===== config.mk =====
export PLATFORM = sky130hd
export DESIGN_NAME = tlbp_ram
export DESIGN_NICKNAME = d
export VERILOG_FILES = /design/src/sv/two_level_local_branch_predictor_defines.svh /design/src/sv/tlbp_ram.sv
export SDC_FILE = /design/constraint.sdc
export NUM_CORES = 1
export LEC_CHECK = 0
export BUFFER_PORTS_ARGS = -buffer_cell sky130_fd_sc_hd__buf_4
export CORE_MARGIN = 2
export CORE_UTILIZATION = 65
export DETAILED_ROUTE_END_ITERATION = 10
export MAX_ROUTING_LAYER = met4
export PLACE_DENSITY = 0.84
export SYNTH_ARGS = -nofsm -noshare
export SYNTH_HDL_FRONTEND = slang
export SYNTH_SLANG_ARGS = --single-unit

===== constraint.sdc =====
create_clock -name clk_i -period 6.2 [get_ports clk_i]
set_input_delay 1.86 -clock clk_i [delete_from_list [all_inputs] [get_ports clk_i]]
set_output_delay 1.86 -clock clk_i [all_outputs]
set_load 0.02 [all_outputs]

===== src/sv/two_level_local_branch_predictor_defines.svh =====
// Assertion macros for the two-level local branch predictor.
// Included by the RTL files that carry concurrent assertions.
// Assertions compile away when SYNTHESIS is defined.
`ifndef TWO_LEVEL_LOCAL_BRANCH_PREDICTOR_DEFINES_SVH
`define TWO_LEVEL_LOCAL_BRANCH_PREDICTOR_DEFINES_SVH

`ifndef SYNTHESIS
`define TLBP_ASSERT(lbl, clk, rst_n, prop) \
  lbl: assert property (@(posedge clk) disable iff (!rst_n) prop) \
    else $error("assertion failed");
`define TLBP_ASSERT_NEXT(lbl, clk, rst_n, ante, cons) \
  lbl: assert property (@(posedge clk) disable iff (!rst_n) (ante) |=> (cons)) \
    else $error("assertion failed");
`else
`define TLBP_ASSERT(lbl, clk, rst_n, prop)
`define TLBP_ASSERT_NEXT(lbl, clk, rst_n, ante, cons)
`endif

`endif


===== src/sv/tlbp_ram.sv =====
// Generic simple dual-port RAM: one write port, one read port with
// registered read data. No dependencies.
`timescale 1ns / 1ps

module tlbp_ram #(
  parameter int WIDTH = 8,
  parameter int DEPTH = 16
) (
  input  logic                     clk_i,
  input  logic                     we_i,
  input  logic [$clog2(DEPTH)-1:0] waddr_i,
  input  logic [WIDTH-1:0]         wdata_i,
  input  logic                     re_i,
  input  logic [$clog2(DEPTH)-1:0] raddr_i,
  output logic [WIDTH-1:0]         rdata_o
);

  logic [WIDTH-1:0] mem_q [DEPTH];
  logic [WIDTH-1:0] rdata_q;

  always_ff @(posedge clk_i) begin
    if (we_i) begin
      mem_q[waddr_i] <= wdata_i;
    end
    if (re_i) begin
      rdata_q <= mem_q[raddr_i];
    end
  end

  assign rdata_o = rdata_q;

endmodule


==> flow_summary.toml <==
[clock_tree]
cts_buffer_depth = 2
tritoncts = "built"
postCtsHoldBufs = 0
path_clk_slew_ps = 60
cts_buffers = 17
postCtsSetupBuffers = 0
cts_resized = 0
htreeDepth = 4
clock_latency_ps = 530
cts-root-buf = "clkbuf_8"
cts.sinks = 136

[hold_path]
hold_class = "flip-flop to flip-flop"
hold_depth = 3
min_from = "mem_q[12][2]$_DFFE_PP_"
holdPathEnd = "rdata_o[2]$_DFFE_PP_"

[detailed_routing]
firstDrtPassIters = 6
drtIter0Drc = 298
num_vias = 2478
drc = 0
dr_wl_met3_um = 786
vias_per_cell = 6.50
wl_met2_mm = 5.04
maxUsedRoutingLayer = "met4"
wl_met1_mm = 4.01
wire_per_inst_um = 26.1
ant_nets = 0
routed_wl_mm = 9.94

[timing]
slew_viol_final = 0
max_freq_mhz = 314
finalCritPeriodShare_pct = 51.4
finalSetupTns_ps = 0
finClkSkew_ps = 5.64
final.min_clock_period_ps = 3190
grt_setup_unrepaired = "no"
maxSlewHeadroom_pct = 27.4
setup_viol = 0
hold_viol_final = 0
worst_slew_pin_slew_ps = 1080

[pwr]
cellLeakagePower_nw = 2.00
peakVddDrop_mv = 0.243
power.total_w = 0.00209
pwr_density_cell_nw_per_um2 = 346

[yosys]
yosysTopAreaCell = "edfxtp_1"
synthesis.area_um2 = 5230
ys_ff_latch = 136
yosys_warnings = 0
synth_top_area_share_pct = 78.1
synthTopCellsByArea = "edfxtp_1 78%, mux4_2 7.8%, mux4_1 7.0%"
syn_inst = 229
seq_area_frac_synth_pct = 78.1
synth_cell_type_count = 18
synth_fp_nets = 248
avgSynthCellArea_um2 = 22.8

[floorplanning]
die_w_um = 93.7
initial_core_util_pct = 67.3
core_area_um2 = 7770
die_area_um2 = 8780
rows = 32
io_pins = 27
die_y_um = 93.7

[place]
place_congestion = 0.758
dp_hpwl_mm = 5.60
post_dp_cell_area_um2 = 5480
dp_cells = 349
port_buffers = 26

[worst_setup_path]
crit_path_max_fanout = 8
worst_setup_path_start_kind = "input pin"
regToRegSetupSlack_ps = 4640
crit_path_end_kind = "flip-flop"
crit_required_ps = 6340
critical_path_class = "input pin to flip-flop"
reg2reg_from = "mem_q[3][6]$_DFFE_PP_"
r2r_cells = 3
r2r-end = "rdata_o[6]$_DFFE_PP_"
cp.arrival_ps = 3330

[final_layout]
fin_area_um2 = 6050
drive_above_1_share_pct = 28.0
syn_to_final_growth_pct = 15.8
nNetsFinal = 285
antenna_cells = 0
fin_cells = 381

[grt]
grt_pass1_wl_mm = 14.8
grtUsageTotal_pct = 26.1
antenna_found_initial = 0
grt_max_degree = 33
grt_pass1_vias = 2530
overflow = 0

[outcome]
status = "complete, no violations"

[flow_run]
cap_violations = 0
[report_power, final]
part	internal, W	switching (W)
combinational	0.0000416	0.0000576
sequential	0.00104	0.00000580
clock	0.000573	0.000379
[cell usage after synthesis]
cell type,n
nand2_1,9
clkdlybuf4s25_2,3
buf_6,3
nor2_1,13
mux4_1,14
and2_1,1
or3b_2,1
nand3b_1,2
nor2b_1,1
edfxtp_1,136
nor3_1,4
buf_4,1
and2b_1,1
buf_2,3
a22oi_1,16
mux4_2,18
nand3_1,1
nand2b_1,2
[logic make-up (layout without fill, tap and decap cells)]
group | after synthesis | after routing | synth area share (%)
flops | 136 | 136 | 78.1
simple gates | 35 | 35 | 3.14
mux | 32 | 32 | 14.8
compound gates | 16 | 16 | 2.30
buf+inv | 10 | 60 | 1.65
[worst max-delay path, stage by stage]
cell    delay, ps
buf_4         120
or3b_2        510
nor3_1        840
[worst max path at each step]
stage	from	to	slack, ps
after floorplan	waddr_i[2]	mem_q[0][0]$_DFFE_PP_	2850
after global placement	waddr_i[2]	mem_q[0][0]$_DFFE_PP_	2520
after detailed placement	waddr_i[2]	mem_q[0][1]$_DFFE_PP_	2440
after CTS	waddr_i[2]	mem_q[0][5]$_DFFE_PP_	2990
after global routing	waddr_i[2]	mem_q[0][5]$_DFFE_PP_	2930
final	waddr_i[2]	mem_q[0][5]$_DFFE_PP_	3010
[flip-flops by register name, summed over array words and instances, names as in the netlist]
register,cells
rdata_o,8
mem_q,128
[layer usage]
layer | track usage, % | vias to the layer above
met4 | 10.0 | 0
li1 | - | 1057
met2 | 38.1 | 133
met1 | 35.8 | 1275
met3 | 7.87 | 13
met5 | - | -
[layout by cell type (no fill, tap or decap)]
cell / instances
edfxtp_1: 136
clkbuf_1: 1
nand3b_1: 2
mux4_1: 14
nor3_1: 3
buf_4: 28
clkinv_4: 2
inv_6: 2
nor2b_1: 1
nand3_1: 1
clkbuf_16: 16
nand2b_1: 2
clkinv_1: 1
bufinv_16: 2
mux4_2: 18
nand2_1: 9
a22oi_1: 16
and2_1: 1
nor3_2: 1
clkinvlp_4: 7
clkbuf_8: 1
nor2_1: 13
or3b_2: 1
and2b_1: 1
[per-stage QoR]
stage / hold WS [ps] / setup slack [ps] / utilization (%)
floorplan: 705 / 2850 / -
global route: 787 / 2930 / 77.9
CTS: 768 / 2990 / 77.9
detailed placement: 737 / 2440 / 70.6
global placement: 728 / 2520 / 70.6
finish: 762 / 3010 / 77.9
[area by class of cell]
type                    instances  area (µm²)
fillers                       391        1710
multi-input cells              83        1060
clock inverters                14         151
well taps                     102         128
repair buffers                 28         210
flip-flops and latches        136        4080
clock buffers                  18         418
Power figures use the tool's default switching activity.
