$ cat src/sv/two_level_local_branch_predictor_defines.svh
// Assertion macros for the two-level local branch predictor.
// Included by the RTL files that carry concurrent assertions.
// Assertions compile away when SYNTHESIS is defined.
`ifndef TWO_LEVEL_LOCAL_BRANCH_PREDICTOR_DEFINES_SVH
`define TWO_LEVEL_LOCAL_BRANCH_PREDICTOR_DEFINES_SVH

`ifndef SYNTHESIS
`define TLBP_ASSERT(lbl, clk, rst_n, prop) \
  lbl: assert property (@(posedge clk) disable iff (!rst_n) prop) \
    else $error("assertion failed");
`define TLBP_ASSERT_NEXT(lbl, clk, rst_n, ante, cons) \
  lbl: assert property (@(posedge clk) disable iff (!rst_n) (ante) |=> (cons)) \
    else $error("assertion failed");
`else
`define TLBP_ASSERT(lbl, clk, rst_n, prop)
`define TLBP_ASSERT_NEXT(lbl, clk, rst_n, ante, cons)
`endif

`endif

$ cat src/sv/tlbp_pkg.sv
// Package for the two-level local branch predictor: sizes, table entry
// type and allocation constants. No dependencies.
`timescale 1ns / 1ps

package tlbp_pkg;

  localparam int INDEX_BITS    = 10;
  localparam int ADDR_BITS     = 32;
  localparam int HISTORY_BITS  = 2;
  localparam int BRANCH_ADDR_W = 32;
  localparam int COUNT_W       = 32;

  localparam int TAG_BITS    = ADDR_BITS - INDEX_BITS;
  localparam int PATTERN_W   = 1 << HISTORY_BITS;
  localparam int TABLE_DEPTH = 1 << INDEX_BITS;

  typedef logic [ADDR_BITS-1:0]    addr_t;
  typedef logic [INDEX_BITS-1:0]   index_t;
  typedef logic [TAG_BITS-1:0]     tag_t;
  typedef logic [HISTORY_BITS-1:0] hist_t;
  typedef logic [PATTERN_W-1:0]    pattern_t;
  typedef logic [COUNT_W-1:0]      count_t;

  // pattern i = i mod 2 on allocation, all parity bits set, history all ones
  localparam pattern_t PATTERN_INIT = pattern_t'({(PATTERN_W / 2){2'b10}});
  localparam pattern_t PARITY_INIT  = '1;
  localparam hist_t    HIST_INIT    = '1;
  localparam count_t   COUNT_MAX    = '1;

  typedef struct packed {
    logic     valid;
    tag_t     tag;
    hist_t    history;
    pattern_t pattern;
    pattern_t parity;
  } entry_t;

  localparam int ENTRY_W = $bits(entry_t);

  typedef struct packed {
    logic predicted_taken;
    logic table_hit;
    logic prediction_correct;
  } verdict_t;

endpackage

$ cat src/sv/tlbp_entry_update.sv
// Per-branch predict and update of one table entry: tag check,
// allocation, pattern lookup, miss-parity flip and history shift.
// Depends on tlbp_pkg.
`timescale 1ns / 1ps

module tlbp_entry_update (
  input  tlbp_pkg::entry_t   entry_i,
  input  tlbp_pkg::tag_t     tag_i,
  input  logic               taken_i,
  output tlbp_pkg::entry_t   entry_o,
  output tlbp_pkg::verdict_t verdict_o
);
  import tlbp_pkg::*;

  logic     hit;
  logic     pred;
  hist_t    h;
  pattern_t pat;
  pattern_t par;

  always_comb begin
    hit = entry_i.valid && (entry_i.tag == tag_i);
    if (hit) begin
      h    = entry_i.history;
      pat  = entry_i.pattern;
      par  = entry_i.parity;
      pred = pat[h];
      if (pred == taken_i) begin
        par[h] = 1'b0;
      end else begin
        par[h] = ~par[h];
        // pattern bit flips on every second consecutive miss
        if (!par[h]) begin
          pat[h] = ~pat[h];
        end
      end
    end else begin
      h      = HIST_INIT;
      pat    = PATTERN_INIT;
      par    = PARITY_INIT;
      pred   = 1'b1;
      par[h] = 1'b0;
      if (!taken_i) begin
        pat[h] = 1'b0;
      end
    end

    entry_o.valid   = 1'b1;
    entry_o.tag     = tag_i;
    entry_o.history = {h[HISTORY_BITS-2:0], taken_i};
    entry_o.pattern = pat;
    entry_o.parity  = par;

    verdict_o.predicted_taken    = pred;
    verdict_o.table_hit          = hit;
    verdict_o.prediction_correct = (pred == taken_i);
  end

endmodule

$ cat config.mk
export PLATFORM = sky130hd
export DESIGN_NAME = tlbp_entry_update
export DESIGN_NICKNAME = d
export VERILOG_FILES = /design/src/sv/two_level_local_branch_predictor_defines.svh /design/src/sv/tlbp_pkg.sv /design/src/sv/tlbp_entry_update.sv
export SDC_FILE = /design/constraint.sdc
export NUM_CORES = 1
export LEC_CHECK = 0
export BUFFER_PORTS_ARGS = -buffer_cell sky130_fd_sc_hd__buf_4
export CAP_MARGIN = 20
export CORE_MARGIN = 10
export CORE_UTILIZATION = 37
export DETAILED_ROUTE_END_ITERATION = 16
export GPL_TIMING_DRIVEN = 0
export PLACE_DENSITY = 0.87
export REMOVE_ABC_BUFFERS = 1
export SLEW_MARGIN = 20
export SYNTH_ARGS = -nofsm -noshare
export SYNTH_HDL_FRONTEND = slang
export SYNTH_SLANG_ARGS = --single-unit
$ cat constraint.sdc
create_clock -name vclk -period 3
set_clock_uncertainty 0.2 [all_clocks]
set_input_delay 0.6 -clock vclk [all_inputs]
set_output_delay 0.6 -clock vclk [all_outputs]
set_load 0.02 [all_outputs]
==> qor.csv, run 1 <==
metric,value,unit
# Max-Cap Violations,0,
grt ovf,0,
Yosys cell types,28,
placed cells,188,
"Arr. time, crit path",2.13,ns
DRC viols,0,
Die W,65.16,um
Lkg Pwr,0.6163,nW
Ports,92,
fin crit share,97.58,%
Synth Warn #,0,
combinational cell fraction of total power,100.0,%
Post-Syn Area,754.5,sq um
vias in the first global route,1020,
setup TNS,0,ns
Hold Startpoint,tag_i[18],
CP Launch Type,input pin,
initial antenna violation count,0,
die height,65.16,um
Sw Ratio,44.98,%
# rows,16,
Die ar.,0.004245,sq mm
pin count of the biggest net entering global routing,12,
Slew Limit Fails,0,
cts hold-fix bufs,0,
crit path time final,2.927,ns
Final Hold Viols,0,
CP max stage delay,0.44,ns
post-route ant nets,0,
endpoint type of the worst setup path,output pin,
crit path kind,input pin to output pin,
DR WL/cell,15.93,um
worst hold path class,input pin to output pin,
Layout fillers,168,
DR vias,879,
final setup violation count,0,
starting density of the core,38.85,%
first-pass GRT wire length,4719,um
Area Growth Syn to Fin,69.49,%
CORE AREA,0.001942,sq mm
sequential cells,0,
Final Wtd Congestion,0.8010,
CP most frequent cell,buf_4,
Nets,221,
I/O Buffers,91,
run status,"finished, final reports clean",
Vias per Instance,4.626,
Critical-path top delay cell,nor4_4,
hold depth,2,
Clock power frac,0,%
Psw,0.08232,mW
Max Fanout on Critical Path,5,
Crit path required time,2.20,ns
VDD IR max,0.0001117,V
Cells after Synth,98,
hold path endpoint,entry_o[28],
GRT Overall Usage,13.06,%
dpl hpwl,2789,um
FMAX,341.6,MHz
syn avg cell area,7.699,sq um
"non-filler cells, final",190,
cell-internal power,0.1007,mW
drt pass-1 iters,4,
post-synthesis sequential area ratio,0,%
clkbuf count,0,
share of power burned in registers,0,%
Register Area,0,sq um
pwr dens,143.1,mW/mm^2
RSZ-0062 raised after global routing,true,
Routed WL,3026,um
share of layout cells above drive strength 1,61.35,%
CP cell instances,buf_4 > xnor2_1 > nand4_2 > nor4_4 > buf_4 > nand3b_1 > xnor2_1 > buf_4,
# diodes,0,
DRT iter0 DRCs,16,
## per-stage QoR
step / instance area, sq um / worst slack [ns] / hold slack, ns / utilization (%) / total power [mW]
2_1_floorplan: 544.3 / 0.1518 / 1.000 / - / 0.05429
3_3_place_gp: 1261 / 0.03570 / 1.217 / 64.95 / 0.1784
3_5_place_dp: 1261 / -0.002527 / 1.219 / 64.95 / 0.1844
4_1_cts: 1261 / 0.0007421 / 1.218 / 64.95 / 0.1849
5_1_grt: 1279 / -0.02278 / 1.221 / 65.85 / 0.1965
6_report: 1279 / 0.07259 / 1.217 / 65.85 / 0.1830
## logic make-up after synthesis
kind of cell,Yosys count,synth area share (%)
AND/OR/NAND/NOR,29,25.37
buffers and inverters,29,28.36
XOR/XNOR,27,31.34
AO/OA/AOI/OAI,8,6.801
multiplexers,4,7.628
other,1,0.4970
## repair_timing
action | CTS | global route
hold endpoints to repair | 0 | 0
setup endpoints to repair | 0 | 6
setup buffers | 0 | 2
resized for setup | 0 | 1
## area by class of cell
| cell class | count | area [sq um] | area share [%] |
|---|---|---|---|
| inverters | 1 | 3.754 | 0.2935 |
| multi-input cells | 69 | 543.0 | 42.47 |
| well taps | 27 | 33.78 | 2.642 |
| repair buffers | 93 | 698.2 | 54.60 |
## worst max path at each step
stage | slack (ns) | end | startpoint | cells after the start
final | 0.07 | verdict_o[0] | tag_i[3] | 8
after CTS | 0.0007 | entry_o[1] | tag_i[16] | 7
after global routing | -0.02 | verdict_o[0] | tag_i[14] | 8
after detailed placement | -0.003 | entry_o[1] | tag_i[16] | 7
after global placement | 0.04 | entry_o[1] | tag_i[16] | 7
after floorplan | 0.15 | verdict_o[0] | tag_i[16] | 5
## layer usage
metal  part of all wire [%]  track usage, %
met3                     10           5.424
met2                     55           27.22
met5                      0               0
met4                   0.73          0.8021
met1                     34           11.77
## worst max-delay path: cells and delay by family
| family | cells | cell delay, ns |
|---|---|---|
| xor+xnor | 2 | 0.35 |
| buf+inv | 3 | 0.47 |
| simple gates | 3 | 0.70 |
## cell usage after synthesis, types with 2 or more instances
library cell  count  area [sq um]
buf_4            26         195.2
nand3_1           4         20.02
o21ai_0           2         10.01
nand3b_1          2         15.01
mux2i_1           2         20.02
xor2_1            4         35.03
a21oi_1           2         10.01
nor3_1            2         10.01
nor2_1            4         15.01
nand4_1           4         25.02
xnor2_1          23         201.4
nor4_4            2         42.54
nand2_1           6         22.52
## power groups by stage
stage	clock network, mW	registers [mW]	logic (mW)
CTS	0	0	0.185
finish	0	0	0.183
floorplan	0	0	0.0543
detailed placement	0	0	0.184
global placement	0	0	0.178
global route	0	0	0.197
## cells in the final DEF (no fill, tap or decap), drive strengths merged
master and instances:
buf 93, xnor2 23, nand2 6, nand4 5, nand3 5, xor2 4
nor2 4, nor4 2, nand3b 2, mux2i 2, o21ai 2, nor3 2
a21oi 2, inv 1, o2111ai 1, nor2b 1, a31oi 1, mux4 1
o21a 1, nand2b 1, a211o 1, mux2 1, or2 1, conb 1
Note: power is estimated with default switching activity, not from simulation.
==> inputs of run 2 (changes only) <==
==> constraint.sdc (replaced) <==
create_clock -name vclk -period 3.55
set_clock_uncertainty 0.2 [all_clocks]
set_input_delay 0.71 -clock vclk [all_inputs]
set_output_delay 0.71 -clock vclk [all_outputs]
set_load 0.02 [all_outputs]
==> qor.csv, run 2 (synthesis gave the netlist of run 1 again) <==
metric,value,unit,change
die height,65.16,um,unchanged
Die ar.,0.004245,sq mm,unchanged
Area Growth Syn to Fin,67.16,%,
share of layout cells above drive strength 1,60.25,%,-1.1 points
Final Hold Viols,0,,unchanged
Register Area,0,sq um,unchanged
fin crit share,90.82,%,
setup TNS,0,ns,unchanged
Post-CTS Setup Repair Bufs,0,,unchanged
"Arr. time, crit path",2.31,ns,+0.18 ns
Crit path required time,2.64,ns,+0.44 ns
Routed WL,3018,um,-0.26%
# Max-Cap Violations,0,,unchanged
Vias per Instance,4.660,,+0.72%
worst hold path class,input pin to output pin,,
initial antenna violation count,0,,unchanged
CORE AREA,0.001942,sq mm,unchanged
grt ovf,0,,unchanged
I/O Buffers,91,,unchanged
design area,0.001261,sq mm,-1.4%
FMAX,310.2,MHz,
VDD IR max,0.00009442,V,-15%
Ports,92,,unchanged
CP Launch Type,input pin,,
clkbuf count,0,,unchanged
# rows,16,,unchanged
crit path time final,3.224,ns,
Placed Area,0.001261,sq mm,unchanged
post-route ant nets,0,,unchanged
most frequent cells in the layout,"buf_4 (91), xnor2_1 (23), nand2_1 (6)",,
RSZ-0062 raised after global routing,false,,
cts hold-fix bufs,0,,unchanged
vias in the first global route,1020,,unchanged
DR WL/cell,16.05,um,+0.80%
Slew Limit Fails,0,,unchanged
first-pass GRT wire length,4719,um,unchanged
Final Wtd Congestion,0.8010,,unchanged
Max Fanout on Critical Path,6,,+1
# diodes,0,,unchanged
drt pass-1 iters,4,,unchanged
"most common cell after layout, fill and taps aside",buf_4,,
endpoint type of the worst setup path,output pin,,
final setup violation count,0,,unchanged
pwr dens,122.6,mW/mm^2,-14%
Nets,219,,-0.90%
DR vias,876,,-0.34%
DRC viols,0,,unchanged
Lkg Pwr,0.6044,nW,-1.9%
starting density of the core,38.85,%,unchanged
DRT iter0 DRCs,19,,+3
Die W,65.16,um,unchanged
dpl hpwl,2789,um,unchanged
GRT Overall Usage,13.06,%,unchanged
Resized cells post-CTS,0,,unchanged
pin count of the biggest net entering global routing,12,,unchanged
sequential cells,0,,unchanged
run status,"finished, final reports clean",,
crit path kind,input pin to output pin,,
run 2: changes by cell type in the layout (fill, tap and decap cells not counted), sizes merged:
cell	previous run	this run
buf	93	91
run 2: layout make-up:
type,instances,area [sq um]
Fill cell,172,680.7
Inverter,1,3.754
Multi-Input combinational cell,69,540.5
Tap cell,27,33.78
Timing Repair Buffer,91,683.2
run 2: path summary, 6_finish.rpt:
path	from	to	slack (ns)	cells past startpoint
max	tag_i[16]	entry_o[1]	0.33	7
min	tag_i[12]	entry_o[22]	1.44	2
run 2: worst max-delay path, cell delays in order:
cell and delay (ns):
buf_4 0.12, xnor2_1 0.16, nand4_1 0.16, nor4_4 0.47
nand2_1 0.26, a211o_1 0.29, buf_4 0.16
run 2: power breakdown:
| part | leakage (nW) | switching [mW] | internal (mW) |
|---|---|---|---|
| Clock | 0 | 0 | 0 |
| Sequential | 0 | 0 | 0 |
| Combinational | 0.604 | 0.0695 | 0.0851 |
run 2: through the flow:
stage	setup WS (ns)	std cells	hold slack, ns	total power [mW]	utilization (%)
after global routing	0.1831	188	1.441	0.1659	64.95
after global placement	0.3657	188	1.437	0.1508	64.95
after floorplan	0.4818	70	1.220	0.04588	-
after CTS	0.3307	188	1.438	0.1563	64.95
final	0.3259	188	1.438	0.1546	64.95
after detailed placement	0.3275	188	1.439	0.1558	64.95
run 2: layer usage:
layer | wire length, um | track usage [%] | vias up
li1 | - | - | 432
met1 | 1015 | 11.77 | 392
met2 | 1658 | 27.22 | 50
met3 | 321 | 5.424 | 2
met4 | 22 | 0.8021 | 0
met5 | 0 | 0 | -
